**src/design/ptrp_pkg.sv**
```systemverilog
`timescale 1ns / 1ps

package ptrp_pkg;

    // Field widths
    localparam int ADC_BITS   = 12;
    localparam int PWM_BITS   = 10;
    localparam int LVL_W      = 16;
    localparam int KMH_W      = 8;
    localparam int WEIGHT_W   = 9;
    localparam int SMOOTH_W   = ADC_BITS + 8;
    localparam int PROD_W     = 2 * LVL_W;

    // Serial arithmetic widths
    localparam int MPL_W      = LVL_W;
    localparam int ACC_W      = (ADC_BITS + 17 > PROD_W) ? ADC_BITS + 17 : PROD_W;
    localparam int NUM_W      = SMOOTH_W + LVL_W;
    localparam int DEN_W      = SMOOTH_W;

    // Configuration port
    localparam int CFG_IDX_W  = 3;
    localparam int CFG_DATA_W = 16;

    localparam logic [CFG_IDX_W-1:0] CFG_EMA_WEIGHT    = 3'd0;
    localparam logic [CFG_IDX_W-1:0] CFG_ADC_FULL      = 3'd1;
    localparam logic [CFG_IDX_W-1:0] CFG_DUTY_FLOOR    = 3'd2;
    localparam logic [CFG_IDX_W-1:0] CFG_DUTY_CEILING  = 3'd3;
    localparam logic [CFG_IDX_W-1:0] CFG_SLEW_PER_MS   = 3'd4;
    localparam logic [CFG_IDX_W-1:0] CFG_SLEW_MIN_STEP = 3'd5;

    // Constants
    localparam logic [LVL_W-1:0]    LVL_MAX        = {LVL_W{1'b1}};
    localparam logic [LVL_W-1:0]    ROUND_HALF     = LVL_MAX >> 1;
    localparam logic [WEIGHT_W-1:0] EMA_W_FULL     = 9'd256;
    localparam logic [8:0]          EMA_ROUND      = 9'd128;
    localparam logic [KMH_W-1:0]    LIMIT_KMH_MAX  = 8'd120;
    localparam logic [PWM_BITS-1:0] PWM_MAX        = {PWM_BITS{1'b1}};

    // Reset values of the registers
    localparam logic [WEIGHT_W-1:0] EMA_W_RST      = 9'd51;
    localparam logic [ADC_BITS-1:0] FULL_SCALE_RST = {ADC_BITS{1'b1}};
    localparam logic [LVL_W-1:0]    FLOOR_RST      = '0;
    localparam logic [LVL_W-1:0]    CEILING_RST    = LVL_MAX;
    localparam logic [LVL_W-1:0]    SLEW_RST       = 16'd66;
    localparam logic [LVL_W-1:0]    MIN_STEP_RST   = 16'd7;

    typedef struct packed {
        logic [ADC_BITS-1:0] adc_sample;
        logic                sample_fault;
        logic [LVL_W-1:0]    elapsed_ms;
        logic                limit_active;
        logic [KMH_W-1:0]    limit_kmh;
    } in_word_t;

    typedef struct packed {
        logic [PWM_BITS-1:0] pwm_duty;
        logic [LVL_W-1:0]    target_level;
        logic [LVL_W-1:0]    ramp_level;
        logic                sample_rejected;
    } out_word_t;

    // floor(p / 65535) for p < 65536*65535: p = a*65536 + b = a*65535 + (a + b)
    function automatic logic [LVL_W-1:0] div_by_lvl_max(input logic [PROD_W-1:0] p);
        logic [LVL_W:0] t;
        logic [LVL_W:0] q;
        t = {1'b0, p[PROD_W-1:LVL_W]} + {1'b0, p[LVL_W-1:0]};
        q = {1'b0, p[PROD_W-1:LVL_W]};
        if (t >= {LVL_MAX, 1'b0}) begin
            q = q + (LVL_W+1)'(2);
        end else if (t >= {1'b0, LVL_MAX}) begin
            q = q + (LVL_W+1)'(1);
        end
        return q[LVL_W-1:0];
    endfunction

endpackage

```
**src/design/ptrp_mul.sv**
```systemverilog
`timescale 1ns / 1ps

module ptrp_mul #(
    parameter int ACC_W = ptrp_pkg::ACC_W,
    parameter int MPL_W = ptrp_pkg::MPL_W
) (
    input  logic             aclk,
    input  logic             aresetn,
    input  logic             start,
    input  logic [ACC_W-1:0] mcand,
    input  logic [MPL_W-1:0] mplier,
    input  logic [ACC_W-1:0] acc_init,
    output logic [ACC_W-1:0] acc,
    output logic             done
);

    logic             busy_reg,   busy_next;
    logic [ACC_W-1:0] acc_reg,    acc_next;
    logic [ACC_W-1:0] mcand_reg,  mcand_next;
    logic [MPL_W-1:0] mplier_reg, mplier_next;
    logic             last;

    // shift-add, one multiplier bit a cycle, stops once the multiplier is used up
    assign last = busy_reg && (mplier_reg == '0);

    always_comb begin
        busy_next   = busy_reg;
        acc_next    = acc_reg;
        mcand_next  = mcand_reg;
        mplier_next = mplier_reg;
        if (start) begin
            busy_next   = 1'b1;
            acc_next    = acc_init;
            mcand_next  = mcand;
            mplier_next = mplier;
        end else if (last) begin
            busy_next = 1'b0;
        end else if (busy_reg) begin
            if (mplier_reg[0]) begin
                acc_next = acc_reg + mcand_reg;
            end
            mcand_next  = mcand_reg << 1;
            mplier_next = mplier_reg >> 1;
        end
    end

    always_ff @(posedge aclk) begin
        if (!aresetn) begin
            busy_reg <= 1'b0;
        end else begin
            busy_reg <= busy_next;
        end
    end

    always_ff @(posedge aclk) begin
        acc_reg    <= acc_next;
        mcand_reg  <= mcand_next;
        mplier_reg <= mplier_next;
    end

    assign acc  = acc_reg;
    assign done = last;

endmodule

```
**src/design/ptrp_div.sv**
```systemverilog
`timescale 1ns / 1ps

module ptrp_div #(
    parameter int NUM_W = ptrp_pkg::NUM_W,
    parameter int DEN_W = ptrp_pkg::DEN_W,
    parameter int QUO_W = ptrp_pkg::LVL_W
) (
    input  logic             aclk,
    input  logic             aresetn,
    input  logic             start,
    input  logic [NUM_W-1:0] num,
    input  logic [DEN_W-1:0] den,
    output logic [QUO_W-1:0] quo,
    output logic             ovf,
    output logic             done
);

    localparam int CNT_W = $clog2(NUM_W);

    logic             busy_reg, busy_next;
    logic             done_reg, done_next;
    logic [CNT_W-1:0] cnt_reg,  cnt_next;
    logic [NUM_W-1:0] num_reg,  num_next;
    logic [DEN_W-1:0] den_reg,  den_next;
    logic [DEN_W-1:0] rem_reg,  rem_next;
    logic [QUO_W-1:0] quo_reg,  quo_next;
    logic             ovf_reg,  ovf_next;
    logic [DEN_W:0]   trial;
    logic [DEN_W:0]   diff;
    logic             fits;

    // restoring division, one numerator bit a cycle
    assign trial = {rem_reg, num_reg[NUM_W-1]};
    assign diff  = trial - {1'b0, den_reg};
    assign fits  = trial >= {1'b0, den_reg};

    always_comb begin
        busy_next = busy_reg;
        done_next = 1'b0;
        cnt_next  = cnt_reg;
        num_next  = num_reg;
        den_next  = den_reg;
        rem_next  = rem_reg;
        quo_next  = quo_reg;
        ovf_next  = ovf_reg;
        if (start) begin
            busy_next = 1'b1;
            cnt_next  = '0;
            num_next  = num;
            den_next  = den;
            rem_next  = '0;
            quo_next  = '0;
            ovf_next  = 1'b0;
        end else if (busy_reg) begin
            num_next = num_reg << 1;
            rem_next = fits ? diff[DEN_W-1:0] : trial[DEN_W-1:0];
            // quotient bits shifted out beyond the result width set the sticky overflow flag
            ovf_next = ovf_reg | quo_reg[QUO_W-1];
            quo_next = {quo_reg[QUO_W-2:0], fits};
            cnt_next = cnt_reg + CNT_W'(1);
            if (cnt_reg == CNT_W'(NUM_W - 1)) begin
                busy_next = 1'b0;
                done_next = 1'b1;
            end
        end
    end

    always_ff @(posedge aclk) begin
        if (!aresetn) begin
            busy_reg <= 1'b0;
            done_reg <= 1'b0;
        end else begin
            busy_reg <= busy_next;
            done_reg <= done_next;
        end
    end

    always_ff @(posedge aclk) begin
        cnt_reg <= cnt_next;
        num_reg <= num_next;
        den_reg <= den_next;
        rem_reg <= rem_next;
        quo_reg <= quo_next;
        ovf_reg <= ovf_next;
    end

    assign quo  = quo_reg;
    assign ovf  = ovf_reg;
    assign done = done_reg;

endmodule

```
**src/design/pedal_throttle_ramp_pwm.sv**
```systemverilog
// Channel | Ports                      | Word
// input   | s_valid s_ready s_data     | in_word_t: sample, fault, elapsed ms, zone limit
// result  | m_valid m_ready m_data     | out_word_t: pwm duty, target, ramp, rejected
// config  | cfg_we cfg_idx cfg_wdata   | one register per write, no wait
//
// One word at a time; a rejected sample with no elapsed time takes the shortest path.
// The 36-step serial divider (average normalize, zone cap) and the shift-add
// multiplier, one multiplier bit a cycle and done when the remaining bits are
// zero, set how long each word takes.
// Synchronous active-low reset clears control, the average and the ramp, and loads the registers' reset values.
// A new word is taken while a result waits in the output register; a stalled result
// holds the sequencer in its final state only.
`timescale 1ns / 1ps

module pedal_throttle_ramp_pwm (
    input  logic                               aclk,
    input  logic                               aresetn,
    input  logic                               cfg_we,
    input  logic [ptrp_pkg::CFG_IDX_W-1:0]     cfg_idx,
    input  logic [ptrp_pkg::CFG_DATA_W-1:0]    cfg_wdata,
    input  logic                               s_valid,
    output logic                               s_ready,
    input  ptrp_pkg::in_word_t                 s_data,
    output logic                               m_valid,
    input  logic                               m_ready,
    output ptrp_pkg::out_word_t                m_data
);

    import ptrp_pkg::*;

    localparam logic [3:0] ST_IDLE = 4'd0;
    localparam logic [3:0] ST_EMA1 = 4'd1;
    localparam logic [3:0] ST_EMA2 = 4'd2;
    localparam logic [3:0] ST_NORM = 4'd3;
    localparam logic [3:0] ST_TMUL = 4'd4;
    localparam logic [3:0] ST_CMUL = 4'd5;
    localparam logic [3:0] ST_CDIV = 4'd6;
    localparam logic [3:0] ST_SLEW = 4'd7;
    localparam logic [3:0] ST_PWM  = 4'd8;
    localparam logic [3:0] ST_OUT  = 4'd9;

    // configuration registers
    logic [WEIGHT_W-1:0] weight_reg;
    logic [ADC_BITS-1:0] fs_reg;
    logic [LVL_W-1:0]    floor_reg;
    logic [LVL_W-1:0]    ceil_reg;
    logic [LVL_W-1:0]    slew_reg;
    logic [LVL_W-1:0]    minstep_reg;

    // control and state
    logic [3:0]          state_reg,   state_next;
    logic                issued_reg,  issued_next;
    logic                m_valid_reg, m_valid_next;
    logic                primed_reg,  primed_next;
    logic [SMOOTH_W-1:0] smooth_reg,  smooth_next;
    logic [LVL_W-1:0]    ramp_reg,    ramp_next;

    // word payload
    in_word_t            item_reg,    item_next;
    logic                rej_reg,     rej_next;
    logic [LVL_W-1:0]    norm_reg,    norm_next;
    logic [LVL_W-1:0]    target_reg,  target_next;
    logic [PWM_BITS-1:0] pwm_reg,     pwm_next;
    out_word_t           out_reg,     out_next;

    // arithmetic units
    logic                mul_start;
    logic [ACC_W-1:0]    mul_mcand;
    logic [MPL_W-1:0]    mul_mplier;
    logic [ACC_W-1:0]    mul_init;
    logic [ACC_W-1:0]    mul_acc;
    logic                mul_done;
    logic                div_start;
    logic [NUM_W-1:0]    div_num;
    logic [DEN_W-1:0]    div_den;
    logic [LVL_W-1:0]    div_quo;
    logic                div_ovf;
    logic                div_done;

    // derived operands
    logic [WEIGHT_W-1:0] w_eff;
    logic [WEIGHT_W-1:0] w_comp;
    logic [ADC_BITS-1:0] fs_eff;
    logic [LVL_W-1:0]    span;
    logic [KMH_W-1:0]    kmh_eff;
    logic                is_mul_state;
    logic                is_div_state;
    logic                rej_now;
    logic [PROD_W-1:0]   step_raw;
    logic [PROD_W-1:0]   step;
    logic [LVL_W-1:0]    diff;
    logic [LVL_W-1:0]    cap;
    logic [3:0]          after_target;

    assign w_eff   = (weight_reg > EMA_W_FULL) ? EMA_W_FULL : weight_reg;
    assign w_comp  = EMA_W_FULL - w_eff;
    assign fs_eff  = (fs_reg == '0) ? ADC_BITS'(1) : fs_reg;
    assign span    = (ceil_reg > floor_reg) ? (ceil_reg - floor_reg) : '0;
    assign kmh_eff = (item_reg.limit_kmh > LIMIT_KMH_MAX) ? LIMIT_KMH_MAX : item_reg.limit_kmh;
    assign rej_now = s_data.sample_fault || (s_data.adc_sample > fs_reg);

    assign is_mul_state = (state_reg == ST_EMA1) || (state_reg == ST_EMA2) ||
                          (state_reg == ST_TMUL) || (state_reg == ST_CMUL) ||
                          (state_reg == ST_SLEW) || (state_reg == ST_PWM);
    assign is_div_state = (state_reg == ST_NORM) || (state_reg == ST_CDIV);
    assign mul_start    = is_mul_state && !issued_reg;
    assign div_start    = is_div_state && !issued_reg;

    assign after_target = (item_reg.elapsed_ms != '0) ? ST_SLEW : ST_PWM;

    // multiplier operand select
    always_comb begin
        mul_mcand  = '0;
        mul_mplier = '0;
        mul_init   = '0;
        unique case (state_reg)
            ST_EMA1: begin
                mul_mcand  = ACC_W'({item_reg.adc_sample, 8'd0});
                mul_mplier = MPL_W'(w_eff);
                mul_init   = ACC_W'(EMA_ROUND);
            end
            ST_EMA2: begin
                mul_mcand  = ACC_W'(smooth_reg);
                mul_mplier = MPL_W'(w_comp);
                mul_init   = mul_acc;
            end
            ST_TMUL: begin
                mul_mcand  = ACC_W'(norm_reg);
                mul_mplier = span;
                mul_init   = ACC_W'(ROUND_HALF);
            end
            ST_CMUL: begin
                mul_mcand  = ACC_W'(span);
                mul_mplier = MPL_W'(kmh_eff);
            end
            ST_SLEW: begin
                mul_mcand  = ACC_W'(slew_reg);
                mul_mplier = item_reg.elapsed_ms;
            end
            ST_PWM: begin
                mul_mcand  = ACC_W'(ramp_reg);
                mul_mplier = MPL_W'(PWM_MAX);
                mul_init   = ACC_W'(ROUND_HALF);
            end
            default: begin
            end
        endcase
    end

    // divider operand select: average normalize or zone cap over 120
    always_comb begin
        if (state_reg == ST_CDIV) begin
            div_num = NUM_W'(mul_acc);
            div_den = DEN_W'(LIMIT_KMH_MAX);
        end else begin
            div_num = {smooth_reg, {LVL_W{1'b0}}} - NUM_W'(smooth_reg);
            div_den = {fs_eff, 8'd0};
        end
    end

    // slew step
    assign step_raw = mul_acc[PROD_W-1:0];
    assign step     = (step_raw < PROD_W'(minstep_reg)) ? PROD_W'(minstep_reg) : step_raw;
    assign diff     = (target_reg > ramp_reg) ? (target_reg - ramp_reg) : (ramp_reg - target_reg);
    assign cap      = floor_reg + div_quo;

    always_comb begin
        state_next   = state_reg;
        issued_next  = issued_reg;
        m_valid_next = m_valid_reg && !m_ready;
        primed_next  = primed_reg;
        smooth_next  = smooth_reg;
        ramp_next    = ramp_reg;
        item_next    = item_reg;
        rej_next     = rej_reg;
        norm_next    = norm_reg;
        target_next  = target_reg;
        pwm_next     = pwm_reg;
        out_next     = out_reg;

        if (mul_start || div_start) begin
            issued_next = 1'b1;
        end

        unique case (state_reg)
            ST_IDLE: begin
                if (s_valid) begin
                    item_next = s_data;
                    rej_next  = rej_now;
                    if (rej_now) begin
                        target_next = floor_reg;
                        state_next  = (s_data.elapsed_ms != '0) ? ST_SLEW : ST_PWM;
                    end else if (!primed_reg) begin
                        // first accepted sample loads the average directly
                        smooth_next = {s_data.adc_sample, 8'd0};
                        primed_next = 1'b1;
                        state_next  = ST_NORM;
                    end else begin
                        state_next  = ST_EMA1;
                    end
                end
            end
            ST_EMA1: begin
                if (mul_done) begin
                    issued_next = 1'b0;
                    state_next  = ST_EMA2;
                end
            end
            ST_EMA2: begin
                if (mul_done) begin
                    issued_next = 1'b0;
                    smooth_next = mul_acc[SMOOTH_W+7:8];
                    state_next  = ST_NORM;
                end
            end
            ST_NORM: begin
                if (div_done) begin
                    issued_next = 1'b0;
                    norm_next   = div_ovf ? LVL_MAX : div_quo;
                    state_next  = ST_TMUL;
                end
            end
            ST_TMUL: begin
                if (mul_done) begin
                    issued_next = 1'b0;
                    target_next = floor_reg + div_by_lvl_max(mul_acc[PROD_W-1:0]);
                    state_next  = item_reg.limit_active ? ST_CMUL : after_target;
                end
            end
            ST_CMUL: begin
                if (mul_done) begin
                    issued_next = 1'b0;
                    state_next  = ST_CDIV;
                end
            end
            ST_CDIV: begin
                if (div_done) begin
                    issued_next = 1'b0;
                    if (cap < target_reg) begin
                        target_next = cap;
                    end
                    state_next = after_target;
                end
            end
            ST_SLEW: begin
                if (mul_done) begin
                    issued_next = 1'b0;
                    if (PROD_W'(diff) <= step) begin
                        ramp_next = target_reg;
                    end else if (target_reg > ramp_reg) begin
                        ramp_next = ramp_reg + step[LVL_W-1:0];
                    end else begin
                        ramp_next = ramp_reg - step[LVL_W-1:0];
                    end
                    state_next = ST_PWM;
                end
            end
            ST_PWM: begin
                if (mul_done) begin
                    issued_next = 1'b0;
                    pwm_next    = PWM_BITS'(div_by_lvl_max(mul_acc[PROD_W-1:0]));
                    state_next  = ST_OUT;
                end
            end
            ST_OUT: begin
                if (!m_valid_reg || m_ready) begin
                    out_next.pwm_duty        = pwm_reg;
                    out_next.target_level    = target_reg;
                    out_next.ramp_level      = ramp_reg;
                    out_next.sample_rejected = rej_reg;
                    m_valid_next             = 1'b1;
                    state_next               = ST_IDLE;
                end
            end
            default: begin
                state_next = ST_IDLE;
            end
        endcase
    end

    always_ff @(posedge aclk) begin
        if (!aresetn) begin
            state_reg   <= ST_IDLE;
            issued_reg  <= 1'b0;
            m_valid_reg <= 1'b0;
            primed_reg  <= 1'b0;
            smooth_reg  <= '0;
            ramp_reg    <= FLOOR_RST;
        end else begin
            state_reg   <= state_next;
            issued_reg  <= issued_next;
            m_valid_reg <= m_valid_next;
            primed_reg  <= primed_next;
            smooth_reg  <= smooth_next;
            ramp_reg    <= ramp_next;
        end
    end

    always_ff @(posedge aclk) begin
        item_reg   <= item_next;
        rej_reg    <= rej_next;
        norm_reg   <= norm_next;
        target_reg <= target_next;
        pwm_reg    <= pwm_next;
        out_reg    <= out_next;
    end

    always_ff @(posedge aclk) begin
        if (!aresetn) begin
            weight_reg  <= EMA_W_RST;
            fs_reg      <= FULL_SCALE_RST;
            floor_reg   <= FLOOR_RST;
            ceil_reg    <= CEILING_RST;
            slew_reg    <= SLEW_RST;
            minstep_reg <= MIN_STEP_RST;
        end else if (cfg_we) begin
            unique case (cfg_idx)
                CFG_EMA_WEIGHT:    weight_reg  <= cfg_wdata[WEIGHT_W-1:0];
                CFG_ADC_FULL:      fs_reg      <= cfg_wdata[ADC_BITS-1:0];
                CFG_DUTY_FLOOR:    floor_reg   <= cfg_wdata[LVL_W-1:0];
                CFG_DUTY_CEILING:  ceil_reg    <= cfg_wdata[LVL_W-1:0];
                CFG_SLEW_PER_MS:   slew_reg    <= cfg_wdata[LVL_W-1:0];
                CFG_SLEW_MIN_STEP: minstep_reg <= cfg_wdata[LVL_W-1:0];
                default: begin
                end
            endcase
        end
    end

    ptrp_mul #(
        .ACC_W (ACC_W),
        .MPL_W (MPL_W)
    ) u_mul (
        .aclk     (aclk),
        .aresetn  (aresetn),
        .start    (mul_start),
        .mcand    (mul_mcand),
        .mplier   (mul_mplier),
        .acc_init (mul_init),
        .acc      (mul_acc),
        .done     (mul_done)
    );

    ptrp_div #(
        .NUM_W (NUM_W),
        .DEN_W (DEN_W),
        .QUO_W (LVL_W)
    ) u_div (
        .aclk    (aclk),
        .aresetn (aresetn),
        .start   (div_start),
        .num     (div_num),
        .den     (div_den),
        .quo     (div_quo),
        .ovf     (div_ovf),
        .done    (div_done)
    );

    assign s_ready = (state_reg == ST_IDLE);
    assign m_valid = m_valid_reg;
    assign m_data  = out_reg;

`ifndef SYNTH
    // ramp level moves only at the end of a slew step
    a_ramp_only_in_slew: assert property (@(posedge aclk) disable iff (!aresetn)
        !$stable(ramp_reg) |-> $past(state_reg) == ST_SLEW)
        else $error("ramp level changed outside the slew step");

    // a new result appears only from the output state
    a_result_from_out: assert property (@(posedge aclk) disable iff (!aresetn)
        $rose(m_valid_reg) |-> $past(state_reg) == ST_OUT)
        else $error("result raised outside the output state");

    a_mul_done_state: assert property (@(posedge aclk) disable iff (!aresetn)
        mul_done |-> is_mul_state && issued_reg)
        else $error("multiplier finished with no multiply pending");

    a_div_done_state: assert property (@(posedge aclk) disable iff (!aresetn)
        div_done |-> (state_reg == ST_NORM || state_reg == ST_CDIV) && issued_reg)
        else $error("divider finished with no divide pending");
`endif

endmodule

```
**config.mk**
```make
export PLATFORM = sky130hd
export DESIGN_NAME = pedal_throttle_ramp_pwm
export DESIGN_NICKNAME = d
export VERILOG_FILES = /design/src/design/ptrp_pkg.sv /design/src/design/ptrp_mul.sv /design/src/design/ptrp_div.sv /design/src/design/pedal_throttle_ramp_pwm.sv
export SDC_FILE = /design/constraint.sdc
export NUM_CORES = 1
export LEC_CHECK = 0
export ABC_CLOCK_PERIOD_IN_PS = 5200
export BUFFER_PORTS_ARGS = -buffer_cell sky130_fd_sc_hd__clkbuf_2
export CORE_MARGIN = 4
export CORE_UTILIZATION = 55
export CTS_CLUSTER_DIAMETER = 120
export CTS_CLUSTER_SIZE = 28
export DETAILED_ROUTE_END_ITERATION = 8
export PLACE_DENSITY = 0.86
export SETUP_SLACK_MARGIN = 0.5
export SLEW_MARGIN = 20
export SYNTH_ARGS = -nofsm -noshare
export SYNTH_HDL_FRONTEND = slang
export SYNTH_SLANG_ARGS = --single-unit
export TNS_END_PERCENT = 20
```
**constraint.sdc**
```tcl
create_clock -name aclk -period 5.2 [get_ports aclk]
set_input_delay 0.78 -clock aclk [delete_from_list [all_inputs] [get_ports aclk]]
set_output_delay 0.78 -clock aclk [all_outputs]
set_load 0.03 [all_outputs]
```
==> results of run 1 <==
[synthesized netlist by cell type, types with 7 or more instances]
cell / number / area [sq um]
nor2_1: 282 / 1060
nand3_1: 62 / 310
ha_1: 224 / 2800
inv_1: 158 / 593
xor2_1: 90 / 788
nor2b_1: 30 / 188
and2_1: 26 / 163
o2111ai_1: 9 / 78.8
a31oi_1: 20 / 125
a222oi_1: 8 / 80.1
buf_2: 18 / 90.1
a311oi_1: 14 / 123
o21a_1: 30 / 225
nand2b_1: 22 / 138
mux2i_1: 50 / 500
clkbuf_1: 111 / 417
nand2_1: 395 / 1480
a41oi_1: 7 / 61.3
and3_1: 28 / 175
nand4_1: 34 / 213
or4_1: 7 / 52.6
a211oi_1: 36 / 270
o31ai_1: 19 / 143
nor4_1: 25 / 156
xnor2_1: 85 / 744
a221oi_1: 20 / 175
a21o_1: 66 / 495
o21bai_1: 23 / 173
buf_1: 13 / 48.8
dfxtp_1: 174 / 3480
edfxtp_1: 252 / 7570
fa_1: 9 / 180
o22ai_1: 9 / 56.3
o21ai_0: 199 / 996
o211ai_1: 31 / 233
nor3_1: 48 / 240
a21oi_1: 271 / 1360
or3_1: 17 / 106
mux2_2: 7 / 78.8
a22oi_1: 22 / 165
or2_2: 32 / 200
[cell type report]
| type | count | area (sq um) | area share [%] |
|---|---|---|---|
| clock buffers | 30 | 517 | 1.65 |
| clock inverters | 4 | 35.0 | 0.112 |
| inverters | 161 | 604 | 1.93 |
| multi-input cells | 2374 | 16200 | 51.9 |
| flip-flops and latches | 426 | 11100 | 35.3 |
| well taps | 664 | 831 | 2.65 |
| repair buffers | 291 | 2020 | 6.46 |
[per-stage QoR]
| step | area [sq um] | setup TNS [ns] | utilization, % | cells | hold WS (ns) |
|---|---|---|---|---|---|
| 2_1_floorplan | 27800 | 0 | - | 3109 | 0.400 |
| 3_3_place_gp | 29700 | 0 | 60.2 | 3881 | 0.403 |
| 3_5_place_dp | 29700 | -0.0805 | 60.2 | 3881 | 0.405 |
| 4_1_cts | 30600 | 0 | 61.9 | 3925 | 0.363 |
| 5_1_grt | 31300 | -0.640 | 63.4 | 3950 | 0.354 |
| 6_report | 31300 | -0.0181 | 63.4 | 3950 | 0.371 |
[power by group]
| part | total, W | internal [W] | switching, W | leakage, nW |
|---|---|---|---|---|
| logic | 0.0114 | 0.00454 | 0.00684 | 8.68 |
| clock network | 0.00183 | 0.000712 | 0.00112 | 0.267 |
| registers | 0.00540 | 0.00478 | 0.000623 | 3.79 |
| total | 0.0186 | 0.0100 | 0.00859 | 12.7 |
[path summary, 6_finish.rpt]
path	startpoint	endpoint	slack, ns	cells past startpoint
worst max-delay path	u_mul.acc[20]	target_reg[13]	-0.02	21
worst min-delay path	s_data[8]	item_reg[8]	0.37	1
worst max register to register	u_mul.acc[20]	target_reg[13]	-0.02	21
worst min register to register	pwm_reg[3]	m_data[36]	0.43	0
[metal layers]
metal / up-vias / track usage [%]
met5: - / 0
met4: 4 / 14.9
li1: 11500 / -
met3: 344 / 8.28
met1: 11900 / 42.7
met2: 1624 / 47.6
[cell families (layout without fill, tap and decap cells)]
| group | Yosys count | after routing | share of synthesized area (%) |
|---|---|---|---|
| compound gates | 860 | 860 | 19.7 |
| xor+xnor | 175 | 175 | 5.53 |
| fa+ha+maj | 233 | 233 | 10.8 |
| buf+inv | 309 | 486 | 4.35 |
| flops | 426 | 426 | 39.9 |
| mux | 58 | 58 | 2.15 |
| simple gates | 1048 | 1048 | 17.6 |
[repair_timing]
item | in CTS | in global routing
gates cloned | 1 | 1
setup buffers | 9 | 24
resized for setup | 45 | 116
pin swaps | 25 | 77
hold buffers | 0 | 0
setup endpoints to repair | 25 | 43
[critical path, stage by stage, from the launching register on]
cell and delay [ns]:
edfxtp_1 0.47, ha_4 0.29, a21o_1 0.21, a21oi_4 0.16, o21ai_1 0.07, or4_4 0.52, a2111oi_4 0.38, nand4_1 0.21
buf_4 0.22, mux2_4 0.36, nor3b_2 0.19, xor2_1 0.23, ha_1 0.31, and2_4 0.15, a31oi_1 0.16, o31ai_1 0.10
nor2_1 0.19, a21oi_2 0.10, a31oi_2 0.25, buf_4 0.16, xor2_2 0.14, o21ai_1 0.08
==> metrics, run 1 <==
initial DRC count 3,768; Synth Instances 3,109; Congestion Overflow GR 0; critical path fanouts, max 5; Met2 Wirelength 38.4 mm; I/O Pins 107; min-delay worst type input port to flip-flop; Critical Path AT 5.53 ns; Least-Margin Pin Slew 1.20 ns; Clock Skew 0.0286 ns; Core Rows 81; Die Area 54,000 sq um; DIE WIDTH 232 um; GR Util All Layers 31.6%; CTS buffer count 19; commonest non-fill, non-tap cell in the layout nand2_1; antenna violations before repair 3; number of synthesized register bits 426; status finished, violations left; EDFF count, synth 252; H-tree depth 1; ant diodes 0; Fmax 192 MHz; Clock Latency Late Sink 0.58 ns; Avg Vias per Cell 6.43; I/O Buffers 106; Routed WL per cell 22.9 um; maximum VDD drop 0.340 mV; largest net degree at the start of global routing 71; fin worst setup slack -0.0181 ns; critical path startpoint category flip-flop; final RePlAce weighted congestion 1.05; Lkg Pwr 12.7 nW; core area 49,400 sq um; CTS Sinks 426; RSZ-0062 raised after global routing yes; Bufs on Longest Clock Path 3; root buffer cell clkbuf_16; met3 WL 11.8 mm; Hold Fails Final Rpt 0; Post-synth ARST share 0%; Initial DRT Pass Iterations 9; remaining antenna violation count 0; pwr/cell area 595 nW/um^2; CTS tree yes; max FFs per register 43; Worst slew margin 19.9%; Yosys warning count 0; highest metal used met5; die height 232 um; Tot Pwr 0.0186 W; synthesized cell area 27,700 sq um; crit end category flip-flop; # setup viols final 1; failing checks DRC, setup timing; ys flop type edfxtp_1; Critical Path RT 5.51 ns; Final Critical Period 5.22 ns; initial core utilization 56.1%; first-pass GRT wire length 133 mm; vias 25,400; Max Cap Viol 0; synth unique cells 88; DP Worst Slack -0.0577 ns; detailed-placement wirelength estimate 66.6 mm; most frequent cells in the layout nand2_1, nor2_1, edfxtp_1; Post-Syn Nets 3,404; Syn-to-layout area delta 13.0%; Avg Cell Area, Syn 8.91 sq um; share of layout cells above drive strength 1 15.9%; CP Class flip-flop to flip-flop; nets 3,568; wire length on met1 34.6 mm; clock-pin slew on the worst setup and hold paths 0.12 ns; Slew Limit Fails 0; Tcrit/Tclk final 100%; vias in the first global route 23,000; Seq/Total Area, Yosys 39.9%; filler cell count 4,006; Routed WL 90.5 mm; drt drc 1
(Power assumes the default switching activity.)
==> run 2: changes to the inputs <==
- BUFFER_PORTS_ARGS: -buffer_cell sky130_fd_sc_hd__clkbuf_2 -> default
- DONT_BUFFER_PORTS: default -> 1
- PLACE_DENSITY: 0.86 -> 0.84
==> run 2 against run 1 <==
  * The run now ends clean
  * Worst setup slack gained 0.060 ns
  * Clock power grew 2%
  * Via count shrank 2.2%
  * Largest cell class unchanged
==> metrics, run 2 (synthesized netlist as in run 1, its figures left out) <==
first-pass GRT wire length 132 mm (was 133 mm); root buffer cell clkbuf_16 (unchanged); Worst slew margin 28.0% (was 19.9%); die height 232 um (unchanged); DIE WIDTH 232 um (unchanged); hold path endpoint weight_reg[1] (was item_reg[8]); filler cell count 4,107 (was 4,006); RSZ-0062 raised after global routing yes (unchanged); R2R Path Start u_mul.acc[4] (was u_mul.acc[20]); CTS tree yes (unchanged); GR Util All Layers 31.5% (was 31.6%); Syn-to-layout area delta 10.9% (was 13.0%); Slew Limit Fails 0 (unchanged); Routed WL 88.9 mm (was 90.5 mm); final instance area 30,700 sq um (was 31,300 sq um); vias in the first global route 22,300 (was 23,000); core area 49,400 sq um (unchanged); min-delay worst type input port to flip-flop (unchanged); Bufs on Longest Clock Path 3 (unchanged); H-tree depth 1 (unchanged); Final Critical Period 5.16 ns (was 5.22 ns); Tcrit/Tclk final 99.2% (was 100%); WHS 0.270 ns (was 0.371 ns); Initial DRT Pass Iterations 7 (was 9); CTS Sinks 426 (unchanged); largest net degree at the start of global routing 71 (unchanged); drt drc 0 (was 1); I/O Buffers 0 (was 106); most frequent cells in the layout nand2_1, nor2_1, edfxtp_1 (unchanged); Routed WL per cell 23.1 um (was 22.9 um); Congestion Overflow GR 0 (unchanged); wire length on met1 34.9 mm (was 34.6 mm); Fmax 194 MHz (was 192 MHz); Critical Path AT 5.46 ns (was 5.53 ns); pwr/cell area 605 nW/um^2 (was 595 nW/um^2); Core Rows 81 (unchanged); remaining antenna violation count 0 (unchanged); final RePlAce weighted congestion 1.04 (was 1.05); Least-Margin Pin Slew 1.08 ns (was 1.20 ns); Clock Skew 0.0306 ns (was 0.0286 ns); Worst R2R Setup Slack 0.04 ns (was -0.02 ns); Die Area 54,000 sq um (unchanged); Met2 Wirelength 36.9 mm (was 38.4 mm); # setup viols final 0 (was 1); Clock Latency Late Sink 0.58 ns (about the same); Post-CTS Hold Buffers 0 (unchanged); vias 24,800 (was 25,400); Avg Vias per Cell 6.46 (was 6.43); CTS buffer count 19 (unchanged); status complete, no violations (was finished, violations left); highest metal used met5 (unchanged); antenna violations before repair 3 (unchanged); R2R depth 22 (was 21); critical path fanouts, max 4 (was 5); dpl cell area 29,100 sq um (was 29,700 sq um); Hold Fails Final Rpt 0 (unchanged); clock-pin slew on the worst setup and hold paths 0.12 ns (about the same); maximum VDD drop 0.311 mV (was 0.340 mV); met3 WL 11.5 mm (was 11.8 mm); Max Cap Viol 0 (unchanged); commonest non-fill, non-tap cell in the layout nand2_1 (unchanged); r2r endpoint target_reg[15] (was target_reg[13]); share of layout cells above drive strength 1 12.6% (was 15.9%); Lkg Pwr 12.3 nW (was 12.7 nW); max FFs per register 43 (unchanged); nets 3,463 (was 3,568); critical path startpoint category flip-flop (unchanged); CP Class flip-flop to flip-flop (unchanged); min-delay src aresetn (was s_data[8]); crit end category flip-flop (unchanged); Hold Path Stages 1 (unchanged); detailed-placement wirelength estimate 66.8 mm (was 66.6 mm); initial core utilization 56.1% (unchanged); initial DRC count 3,582 (was 3,768); Critical Path RT 5.50 ns (was 5.51 ns); I/O Pins 107 (unchanged); Tot Pwr 0.0186 W (about the same)
[run 2: cell count changes in the layout (fill, tap and decap cells not counted), moves of 5 or more]
cell,change
clkbuf_2,-106
nor2_4,-6
a211oi_2,-5
o21ai_0,-5
o21ai_1,+5
[run 2: how the worst max path moves through the flow]
stage,to,cells after the start,from,slack (ns)
final,target_reg[15],22,u_mul.acc[4],0.04
after CTS,target_reg[14],24,u_mul.acc[24],0.19
after global placement,ramp_reg[11],26,target_reg[0],-0.006
after global routing,target_reg[15],21,u_mul.acc[4],-0.13
after floorplan,target_reg[14],23,u_mul.acc[26],0.36
after detailed placement,ramp_reg[11],26,target_reg[0],-0.12
[run 2: worst max-delay path: stages (launching register included)]
cell       delay, ns
edfxtp_1        0.45
ha_4            0.34
nand3_1         0.15
a21oi_2         0.20
o22ai_1         0.10
or4_4           0.53
a2111oi_4       0.29
and4_4          0.34
nor2_4          0.06
nand2_1         0.08
nand3b_1        0.11
and2_1          0.20
ha_1            0.34
a211oi_4        0.29
nor2_2          0.10
nor4_4          0.36
o31ai_4         0.09
nor2_2          0.20
a21oi_2         0.11
a31oi_2         0.18
o21ai_1         0.11
xnor2_1         0.16
o211ai_1        0.10
[run 2: cell type report]
type                            count  area (sq um)  share of cell area, %
Antenna cell                        2          5.00                 0.0163
Timing Repair Buffer              186          1460                   4.77
Tap cell                          664           831                   2.71
Multi-Input combinational cell   2374         16200                   52.7
Clock buffer                       30           517                   1.68
Inverter                          161           604                   1.97
Clock inverter                      4          61.3                  0.200
Sequential cell                   426         11100                   36.0
[run 2: per-stage QoR]
step | TNS (ns) | util (%) | instances | worst slack [ns]
2_1_floorplan | 0 | - | 3109 | 0.358
3_3_place_gp | -0.00562 | 59.0 | 3768 | -0.00562
3_5_place_dp | -0.725 | 59.0 | 3768 | -0.122
4_1_cts | 0 | 61.0 | 3825 | 0.190
5_1_grt | -0.533 | 62.2 | 3845 | -0.135
6_report | 0 | 62.2 | 3847 | 0.0418
[run 2: what timing repair did]
action,4_1_cts,5_1_grt
resized for setup,52,89
setup buffers,22,19
cloned,1,0
pin swaps,42,72
setup endpoints to repair,24,42
[run 2: power by group]
part | internal [W] | switching (W)
sequential | 0.00478 | 0.000583
combinational | 0.00460 | 0.00677
clock | 0.000759 | 0.00111
total | 0.0101 | 0.00846
[run 2: layer usage]
layer | GRT usage [%] | vias up
met5 | 0 | -
met4 | 14.8 | 2
met3 | 7.80 | 307
met2 | 46.0 | 1522
met1 | 43.9 | 11700
li1 | - | 11300
